==> src/design/rmfh_pkg.sv <==
package rmfh_pkg;

    localparam int TASK_W   = 8;
    localparam int DEPTH_W  = 8;
    localparam int STATUS_W = 3;
    localparam int WAIT_W   = 4;

    localparam logic [DEPTH_W-1:0] DEPTH_MAX = 8'd255;

    typedef enum logic [1:0] {
        CMD_LOCK    = 2'd0,
        CMD_TRYLOCK = 2'd1,
        CMD_UNLOCK  = 2'd2,
        CMD_DESTROY = 2'd3
    } command_t;

    typedef enum logic [STATUS_W-1:0] {
        ST_OK        = 3'd0,
        ST_QUEUED    = 3'd1,
        ST_RELOCK    = 3'd2,
        ST_NOT_OWNER = 3'd3,
        ST_FULL      = 3'd4,
        ST_REFUSED   = 3'd5,
        ST_DEPTH     = 3'd6
    } status_t;

    typedef struct packed {
        logic [1:0]        command;
        logic [TASK_W-1:0] task_id;
        logic              boot_context;
    } request_t;

    typedef struct packed {
        logic [STATUS_W-1:0] status;
        logic                woken_valid;
        logic [TASK_W-1:0]   woken_task;
        logic                is_locked;
        logic [TASK_W-1:0]   owner_task;
        logic [DEPTH_W-1:0]  depth_now;
        logic [WAIT_W-1:0]   waiting_now;
    } result_t;

    typedef struct packed {
        logic capture;
        logic execute;
    } ctrl_cmd_t;

endpackage

==> src/design/rmfh_ctrl.sv <==
module rmfh_ctrl (
    input  logic                clk,
    input  logic                rst_n,
    input  logic                request_valid,
    output logic                request_stall,
    output logic                result_valid,
    input  logic                result_stall,
    output rmfh_pkg::ctrl_cmd_t cmd
);

    typedef enum logic [2:0] {
        S_IDLE = 3'b001,
        S_EXEC = 3'b010,
        S_OUT  = 3'b100
    } state_t;

    state_t state_reg;
    state_t state_next;

    always_comb
    begin
        state_next = state_reg;
        case (state_reg)
            S_IDLE:
            begin
                if (request_valid)
                begin
                    state_next = S_EXEC;
                end
            end
            S_EXEC:
            begin
                state_next = S_OUT;
            end
            S_OUT:
            begin
                if (!result_stall)
                begin
                    state_next = S_IDLE;
                end
            end
            default:
            begin
                state_next = S_IDLE;
            end
        endcase
    end

    always_ff @(posedge clk or negedge rst_n)
    begin
        if (!rst_n)
        begin
            state_reg <= S_IDLE;
        end
        else
        begin
            state_reg <= state_next;
        end
    end

    assign request_stall = (state_reg != S_IDLE);
    assign result_valid  = (state_reg == S_OUT);
    assign cmd.capture   = (state_reg == S_IDLE) && request_valid;
    assign cmd.execute   = (state_reg == S_EXEC);

endmodule

==> src/design/rmfh_datapath.sv <==
module rmfh_datapath #(
    parameter int QUEUE_DEPTH  = 8,
    parameter int TASK_ID_BITS = 8
) (
    input  logic                clk,
    input  logic                rst_n,
    input  logic                cfg_write,
    input  logic                cfg_data,
    input  rmfh_pkg::ctrl_cmd_t cmd,
    input  rmfh_pkg::request_t  request,
    output rmfh_pkg::result_t   result
);

    localparam int TID_W = (TASK_ID_BITS < rmfh_pkg::TASK_W) ? TASK_ID_BITS
                                                               : rmfh_pkg::TASK_W;
    localparam int CNT_W = $clog2(QUEUE_DEPTH + 1);
    localparam int PTR_W = (QUEUE_DEPTH > 1) ? $clog2(QUEUE_DEPTH) : 1;
    localparam logic [CNT_W-1:0] CNT_FULL = CNT_W'(QUEUE_DEPTH);
    localparam logic [PTR_W:0]   PTR_WRAP = (PTR_W + 1)'(QUEUE_DEPTH);

    logic [TID_W-1:0] mem [QUEUE_DEPTH];
    logic [TID_W-1:0] head_data_reg;

    rmfh_pkg::request_t req_reg;
    rmfh_pkg::result_t  result_reg;

    logic                         recursive_enable_reg;
    logic                         held_reg,   held_next;
    logic [TID_W-1:0]             holder_reg, holder_next;
    logic [rmfh_pkg::DEPTH_W-1:0] depth_reg,  depth_next;
    logic [CNT_W-1:0]             count_reg,  count_next;
    logic [PTR_W-1:0]             head_reg,   head_next;

    logic [TID_W-1:0]    tid;
    logic                mine;
    logic [PTR_W:0]      tail_sum;
    logic [PTR_W-1:0]    tail;
    logic [PTR_W:0]      head_inc;
    logic                enqueue;
    logic                woken;
    rmfh_pkg::status_t   status;
    logic [TID_W+rmfh_pkg::TASK_W-1:0]  holder_ext;
    logic [TID_W+rmfh_pkg::TASK_W-1:0]  woken_ext;
    logic [CNT_W+rmfh_pkg::WAIT_W-1:0]  count_ext;

    assign tid  = req_reg.task_id[TID_W-1:0];
    assign mine = held_reg && (holder_reg == tid);

    assign tail_sum = {1'b0, head_reg} + (PTR_W + 1)'(count_reg);
    assign tail     = (tail_sum >= PTR_WRAP) ? PTR_W'(tail_sum - PTR_WRAP)
                                             : tail_sum[PTR_W-1:0];
    assign head_inc = {1'b0, head_reg} + (PTR_W + 1)'(1);

    always_comb
    begin
        held_next   = held_reg;
        holder_next = holder_reg;
        depth_next  = depth_reg;
        count_next  = count_reg;
        head_next   = head_reg;
        enqueue     = 1'b0;
        woken       = 1'b0;
        status      = rmfh_pkg::ST_OK;
        case (req_reg.command)
            rmfh_pkg::CMD_DESTROY:
            begin
                held_next   = 1'b0;
                holder_next = '0;
                depth_next  = '0;
                count_next  = '0;
                head_next   = '0;
            end
            rmfh_pkg::CMD_LOCK:
            begin
                if (req_reg.boot_context)
                begin
                    held_next   = 1'b1;
                    holder_next = '0;
                    depth_next  = rmfh_pkg::DEPTH_W'(1);
                end
                else if (mine)
                begin
                    if (!recursive_enable_reg)
                    begin
                        status = rmfh_pkg::ST_RELOCK;
                    end
                    else if (depth_reg >= rmfh_pkg::DEPTH_MAX)
                    begin
                        status = rmfh_pkg::ST_DEPTH;
                    end
                    else
                    begin
                        depth_next = depth_reg + rmfh_pkg::DEPTH_W'(1);
                    end
                end
                else if (!held_reg)
                begin
                    held_next   = 1'b1;
                    holder_next = tid;
                    depth_next  = rmfh_pkg::DEPTH_W'(1);
                end
                else if (count_reg >= CNT_FULL)
                begin
                    status = rmfh_pkg::ST_FULL;
                end
                else
                begin
                    enqueue    = 1'b1;
                    count_next = count_reg + CNT_W'(1);
                    status     = rmfh_pkg::ST_QUEUED;
                end
            end
            rmfh_pkg::CMD_TRYLOCK:
            begin
                if (req_reg.boot_context)
                begin
                    status = rmfh_pkg::ST_REFUSED;
                end
                else if (mine && recursive_enable_reg)
                begin
                    if (depth_reg >= rmfh_pkg::DEPTH_MAX)
                    begin
                        status = rmfh_pkg::ST_DEPTH;
                    end
                    else
                    begin
                        depth_next = depth_reg + rmfh_pkg::DEPTH_W'(1);
                    end
                end
                else if (!held_reg)
                begin
                    held_next   = 1'b1;
                    holder_next = tid;
                    depth_next  = rmfh_pkg::DEPTH_W'(1);
                end
                else
                begin
                    status = rmfh_pkg::ST_REFUSED;
                end
            end
            rmfh_pkg::CMD_UNLOCK:
            begin
                if (req_reg.boot_context)
                begin
                    held_next   = 1'b0;
                    holder_next = '0;
                    depth_next  = '0;
                end
                else if (!mine)
                begin
                    status = rmfh_pkg::ST_NOT_OWNER;
                end
                else if (depth_reg > rmfh_pkg::DEPTH_W'(1))
                begin
                    depth_next = depth_reg - rmfh_pkg::DEPTH_W'(1);
                end
                else if (count_reg != '0)
                begin
                    woken       = 1'b1;
                    held_next   = 1'b1;
                    holder_next = head_data_reg;
                    depth_next  = rmfh_pkg::DEPTH_W'(1);
                    count_next  = count_reg - CNT_W'(1);
                    head_next   = (head_inc >= PTR_WRAP) ? '0 : head_inc[PTR_W-1:0];
                end
                else
                begin
                    held_next   = 1'b0;
                    holder_next = '0;
                    depth_next  = '0;
                end
            end
            default:
            begin
                status = rmfh_pkg::ST_OK;
            end
        endcase
    end

    assign holder_ext = {{rmfh_pkg::TASK_W{1'b0}}, holder_next};
    assign woken_ext  = {{rmfh_pkg::TASK_W{1'b0}}, (woken ? head_data_reg : {TID_W{1'b0}})};
    assign count_ext  = {{rmfh_pkg::WAIT_W{1'b0}}, count_next};

    always_ff @(posedge clk or negedge rst_n)
    begin
        if (!rst_n)
        begin
            recursive_enable_reg <= 1'b0;
            held_reg             <= 1'b0;
            holder_reg           <= '0;
            depth_reg            <= '0;
            count_reg            <= '0;
            head_reg             <= '0;
        end
        else
        begin
            if (cfg_write)
            begin
                recursive_enable_reg <= cfg_data;
            end
            if (cmd.execute)
            begin
                held_reg   <= held_next;
                holder_reg <= holder_next;
                depth_reg  <= depth_next;
                count_reg  <= count_next;
                head_reg   <= head_next;
            end
        end
    end

    always_ff @(posedge clk)
    begin
        if (cmd.capture)
        begin
            req_reg <= request;
        end
        if (cmd.execute)
        begin
            result_reg.status      <= status;
            result_reg.woken_valid <= woken;
            result_reg.woken_task  <= woken_ext[rmfh_pkg::TASK_W-1:0];
            result_reg.is_locked   <= held_next;
            result_reg.owner_task  <= holder_ext[rmfh_pkg::TASK_W-1:0];
            result_reg.depth_now   <= depth_next;
            result_reg.waiting_now <= count_ext[rmfh_pkg::WAIT_W-1:0];
        end
    end

    // hold the oldest waiter ready for the next request
    always_ff @(posedge clk)
    begin
        if (cmd.execute && enqueue)
        begin
            mem[tail] <= tid;
        end
        head_data_reg <= mem[head_reg];
    end

    assign result = result_reg;

endmodule

==> src/design/recursive_mutex_fifo_handoff.sv <==
// channel   | valid          | stall          | payload
// ----------+----------------+----------------+---------------------------
// request   | request_valid  | request_stall  | request (rmfh_pkg::request_t)
// result    | result_valid   | result_stall   | result  (rmfh_pkg::result_t)
// config    | cfg_write      | none           | cfg_data (recursive_enable)
//
// A request is accepted, executed, then its result is presented.
// The next request is taken the cycle after its result is delivered.
// The wait queue is a circular buffer read ahead through a
// registered port, which fixes the execute step after the accept step.
// rst_n clears the mutex state, queue pointers and recursive_enable.
// A stalled result holds its value and blocks new requests.
module recursive_mutex_fifo_handoff #(
    parameter int QUEUE_DEPTH  = 8,
    parameter int TASK_ID_BITS = 8
) (
    input  logic               clk,
    input  logic               rst_n,
    input  logic               cfg_write,
    input  logic               cfg_data,
    input  logic               request_valid,
    output logic               request_stall,
    input  rmfh_pkg::request_t request,
    output logic               result_valid,
    input  logic               result_stall,
    output rmfh_pkg::result_t  result
);

    rmfh_pkg::ctrl_cmd_t cmd;

    rmfh_ctrl u_ctrl (
        .clk           (clk),
        .rst_n         (rst_n),
        .request_valid (request_valid),
        .request_stall (request_stall),
        .result_valid  (result_valid),
        .result_stall  (result_stall),
        .cmd           (cmd)
    );

    rmfh_datapath #(
        .QUEUE_DEPTH  (QUEUE_DEPTH),
        .TASK_ID_BITS (TASK_ID_BITS)
    ) u_datapath (
        .clk       (clk),
        .rst_n     (rst_n),
        .cfg_write (cfg_write),
        .cfg_data  (cfg_data),
        .cmd       (cmd),
        .request   (request),
        .result    (result)
    );

endmodule
==> config.mk <==
export PLATFORM = sky130hd
export DESIGN_NAME = recursive_mutex_fifo_handoff
export DESIGN_NICKNAME = d
export VERILOG_FILES = /design/src/design/rmfh_pkg.sv /design/src/design/rmfh_ctrl.sv /design/src/design/rmfh_datapath.sv /design/src/design/recursive_mutex_fifo_handoff.sv
export SDC_FILE = /design/constraint.sdc
export NUM_CORES = 1
export LEC_CHECK = 0
export BUFFER_PORTS_ARGS = -buffer_cell sky130_fd_sc_hd__buf_4
export CAP_MARGIN = 20
export CORE_MARGIN = 2
export CORE_UTILIZATION = 56
export CTS_BUF_LIST = sky130_fd_sc_hd__clkbuf_8
export DETAILED_ROUTE_END_ITERATION = 8
export MAX_ROUTING_LAYER = met4
export PLACE_DENSITY_LB_ADDON = 0.3
export SYNTH_ARGS = -nofsm -noshare
export SYNTH_HDL_FRONTEND = slang
export SYNTH_SLANG_ARGS = --single-unit
==> constraint.sdc <==
create_clock -name clk -period 2.5 [get_ports clk]
set_clock_uncertainty 0.2 [all_clocks]
set_input_delay 0.25 -clock clk [delete_from_list [all_inputs] [get_ports clk]]
set_output_delay 0.25 -clock clk [all_outputs]
set_load 0.02 [all_outputs]
==> results.py <==
metrics = {
    "detailed_routing": {
        "wirelength_um": 16520,
        "antenna_left": 0,
        "avgRoutedWirePerCell_um": 21.09,
        "drc": 3,
        "vias": 4895,
        "via_per_inst": 6.252,
        "drtPass1Iterations": 9,
        "drt_iter0_drc": 585,
    },
    "timing": {
        "period_needed_ns": 2.565,
        "hold_viol_final": 0,
        "finalCritPeriodShare": 1.026,
        "final.setup.worst_slack_ns": -0.06451,
        "worst_slew_pin_slew_ns": 1.004,
        "timing.hold.ws_ns": 0.07148,
        "max_clock_freq_mhz": 389.9,
        "slew_viol_final": 0,
        "setup_tns_ns": -1.105,
        "rsz0062_at_grt": "yes",
        "slew_headroom": 0.3254,
        "setup_viol": 26,
    },
    "synthesis": {
        "synth_seq_area_share": 0.6171,
        "synthesis.nets": 531,
        "synthFlopType": "edfxtp_1",
        "synthArstFlopShare": 0.1944,
        "synth_area_per_cell_um2": 13.15,
        "ys_types": 64,
        "syn-cell-area_um2": 6653,
        "ys_seq_elements": 144,
        "ys_warn_count": 0,
        "synthesis.instances": 506,
        "synth_enable_flop_cells": 108,
    },
    "finish": {
        "diodes": 0,
        "drive_above_1_share": 0.3297,
        "area.growth.synth_to_final_pct": 26.44,
        "fillCellCount": 730,
        "largest_reg_flops": 64,
        "num-nets-final": 652,
        "layout_commonest_cell": "edfxtp_1",
        "post-route-util": 0.7304,
        "layout_common_cells": "108 x edfxtp_1, 104 x buf_4, 41 x nand2_1",
    },
    "critical_path": {
        "worstSetupPathType": "register to register",
        "startpoint_type": "register",
        "critical_path.slowest_cell": "or4_4",
        "cpPeakStageDelay_ns": 0.57,
        "endpoint_kind": "register",
        "required_ns": 2.46,
        "cp_data_arrival_time_ns": 2.53,
        "crit_path_max_fanout": 8,
        "crit_chain": "xnor2_2 > nand4_1 > buf_6 > clkbuf_16 > o21ai_2 > or4_4 > nor2_2 > buf_6",
        "cpMostUsedCell": "buf_6",
    },
    "die": {
        "die_h_um": 113.0,
        "rows": 39,
        "dieArea_um2": 12770,
        "initial_core_util": 0.5777,
        "die_w_um": 113.0,
        "num_io_pins": 52,
        "core_um2": 11520,
    },
    "global_routing": {
        "grt.total_usage": 0.2743,
        "grt_max_degree": 30,
        "antenna_found_initial": 0,
        "grt_first_pass_wirelength_um": 25520,
        "grt_pass1_vias": 4652,
        "grt_overflow": 0,
    },
    "power": {
        "switchingPower_mw": 2.343,
        "switching_share": 0.3214,
        "leakage_nw": 3.375,
        "ir_drop_mv": 0.7241,
        "p_seq_frac": 0.427,
        "internal_power_mw": 4.948,
        "clkPwrFrac": 0.277,
        "pwr_density_cell_nw_per_um2": 866.8,
        "p_comb_frac": 0.296,
    },
    "placed_design": {
        "routabilityCongestion": 0.9679,
        "dp_slack_ns": -0.1343,
        "place_hpwl_um": 10970,
        "port_buffers": 51,
    },
    "min_path": {
        "hold_class": "primary input to asynchronous set/reset pin",
    },
    "clock_tree": {
        "cts-root-buf": "clkbuf_8",
        "cts_max_level": 4,
        "cts_buffer_depth": 2,
        "cts_buffers": 17,
        "cts_tree": "yes",
        "insertion_delay_ns": 0.45,
        "clk_pin_slew_worst_paths_ns": 0.09,
        "clock_sinks": 144,
    },
    "job": {
        "maxCapViolCount": 0,
    },
    "run_status": {
        "status": "finished with violations",
        "violations": "design-rule violations, negative setup slack",
    },
}
-- per-stage QoR --
| step | power [mW] | area, µm² | instances |
|---|---|---|---|
| after global placement | 5.074 | 7572 | 726 |
| after detailed placement | 5.114 | 7572 | 726 |
| after floorplan | 4.358 | 6673 | 506 |
| after global routing | 7.606 | 8412 | 783 |
| after CTS | 7.192 | 8212 | 775 |
| final | 7.291 | 8412 | 783 |
-- power by group through the flow --
stage               logic, mW  registers (mW)  clock network (mW)
floorplan                1.13            3.23                   0
global placement         1.93            3.15                   0
detailed placement       1.96            3.16                   0
CTS                      2.03            3.11                2.05
global route             2.32            3.14                2.14
finish                   2.15            3.12                2.02
-- synth_stat cells (8+ instances only) --
cell	number	area [µm²]
mux2_2	10	112.6
dfrtp_1	27	675.7
nand4_1	9	56.30
a21o_1	20	150.1
a22o_1	8	70.07
xnor2_1	9	78.83
a21oi_1	8	40.04
clkbuf_1	16	60.06
nand3_1	14	70.07
edfxtp_1	108	3243
o21ai_0	14	70.07
nor3_1	13	65.06
buf_2	10	50.05
and3_1	13	81.33
dfxtp_1	8	160.2
mux2i_1	8	80.08
nor2_1	33	123.9
inv_1	13	48.80
nand2_1	41	153.9
mux4_2	16	360.4
o211ai_1	9	67.56
-- metal layers --
metal  GRT usage  up-vias  wire length (µm)
met4     0.07967        0               237
li1            -     2196                 -
met5           -        -                 0
met1      0.4002     2435              7165
met2      0.3851      242              7576
met3     0.07231       22              1536
-- area by class of cell --
type | count | area [µm²] | area share
Multi-Input combinational cell | 317 | 2482 | 0.2951
Clock inverter | 15 | 206.4 | 0.02454
Timing Repair Buffer | 134 | 1155 | 0.1373
Sequential cell | 144 | 4106 | 0.4882
Inverter | 13 | 48.80 | 0.005801
Tap cell | 143 | 178.9 | 0.02127
Clock buffer | 17 | 234.0 | 0.02781
-- final timing paths --
check / from / endpoint / slack, ns / cells past startpoint
max reg2reg: u_datapath.tid[0] / u_datapath.mem[4][6] / -0.06 / 8
max: u_datapath.tid[0] / u_datapath.mem[4][6] / -0.06 / 8
max in group asynchronous: rst_n / u_ctrl.state_reg[0] / 1.69 / 2
min: rst_n / u_datapath.holder_reg[0] / 0.07 / 2
min in group clk: request[8] / u_datapath.tid[7] / 0.32 / 2
min reg2reg: u_datapath.head_data_reg[4] / u_datapath.result[25] / 0.37 / 1
-- repair_timing --
action / 4_1_cts / 5_1_grt
setup buffers: 0 / 7
pin swaps: 1 / 19
gates cloned: 0 / 1
hold buffers: 17 / 0
hold endpoints to repair: 43 / 0
setup endpoints to repair: 48 / 88
gates resized for setup: 5 / 32
-- logic make-up after synthesis --
group	after synthesis	share of synthesized area
flip-flops	144	0.6171
buffers and inverters	45	0.02840
AO/OA/AOI/OAI	102	0.1115
XOR/XNOR	12	0.01580
multiplexers	34	0.08313
AND/OR/NAND/NOR	161	0.1279
adder cells (fa/ha/maj)	8	0.01617
-- critical path, delay by kind of cell, from the launching register on --
kind | cells | cell delay [ns]
AO/OA/AOI/OAI | 1 | 0.08
XOR/XNOR | 1 | 0.21
AND/OR/NAND/NOR | 3 | 0.83
buffers and inverters | 3 | 0.44
flip-flops | 1 | 0.52
Power figures use the tool's default switching activity.
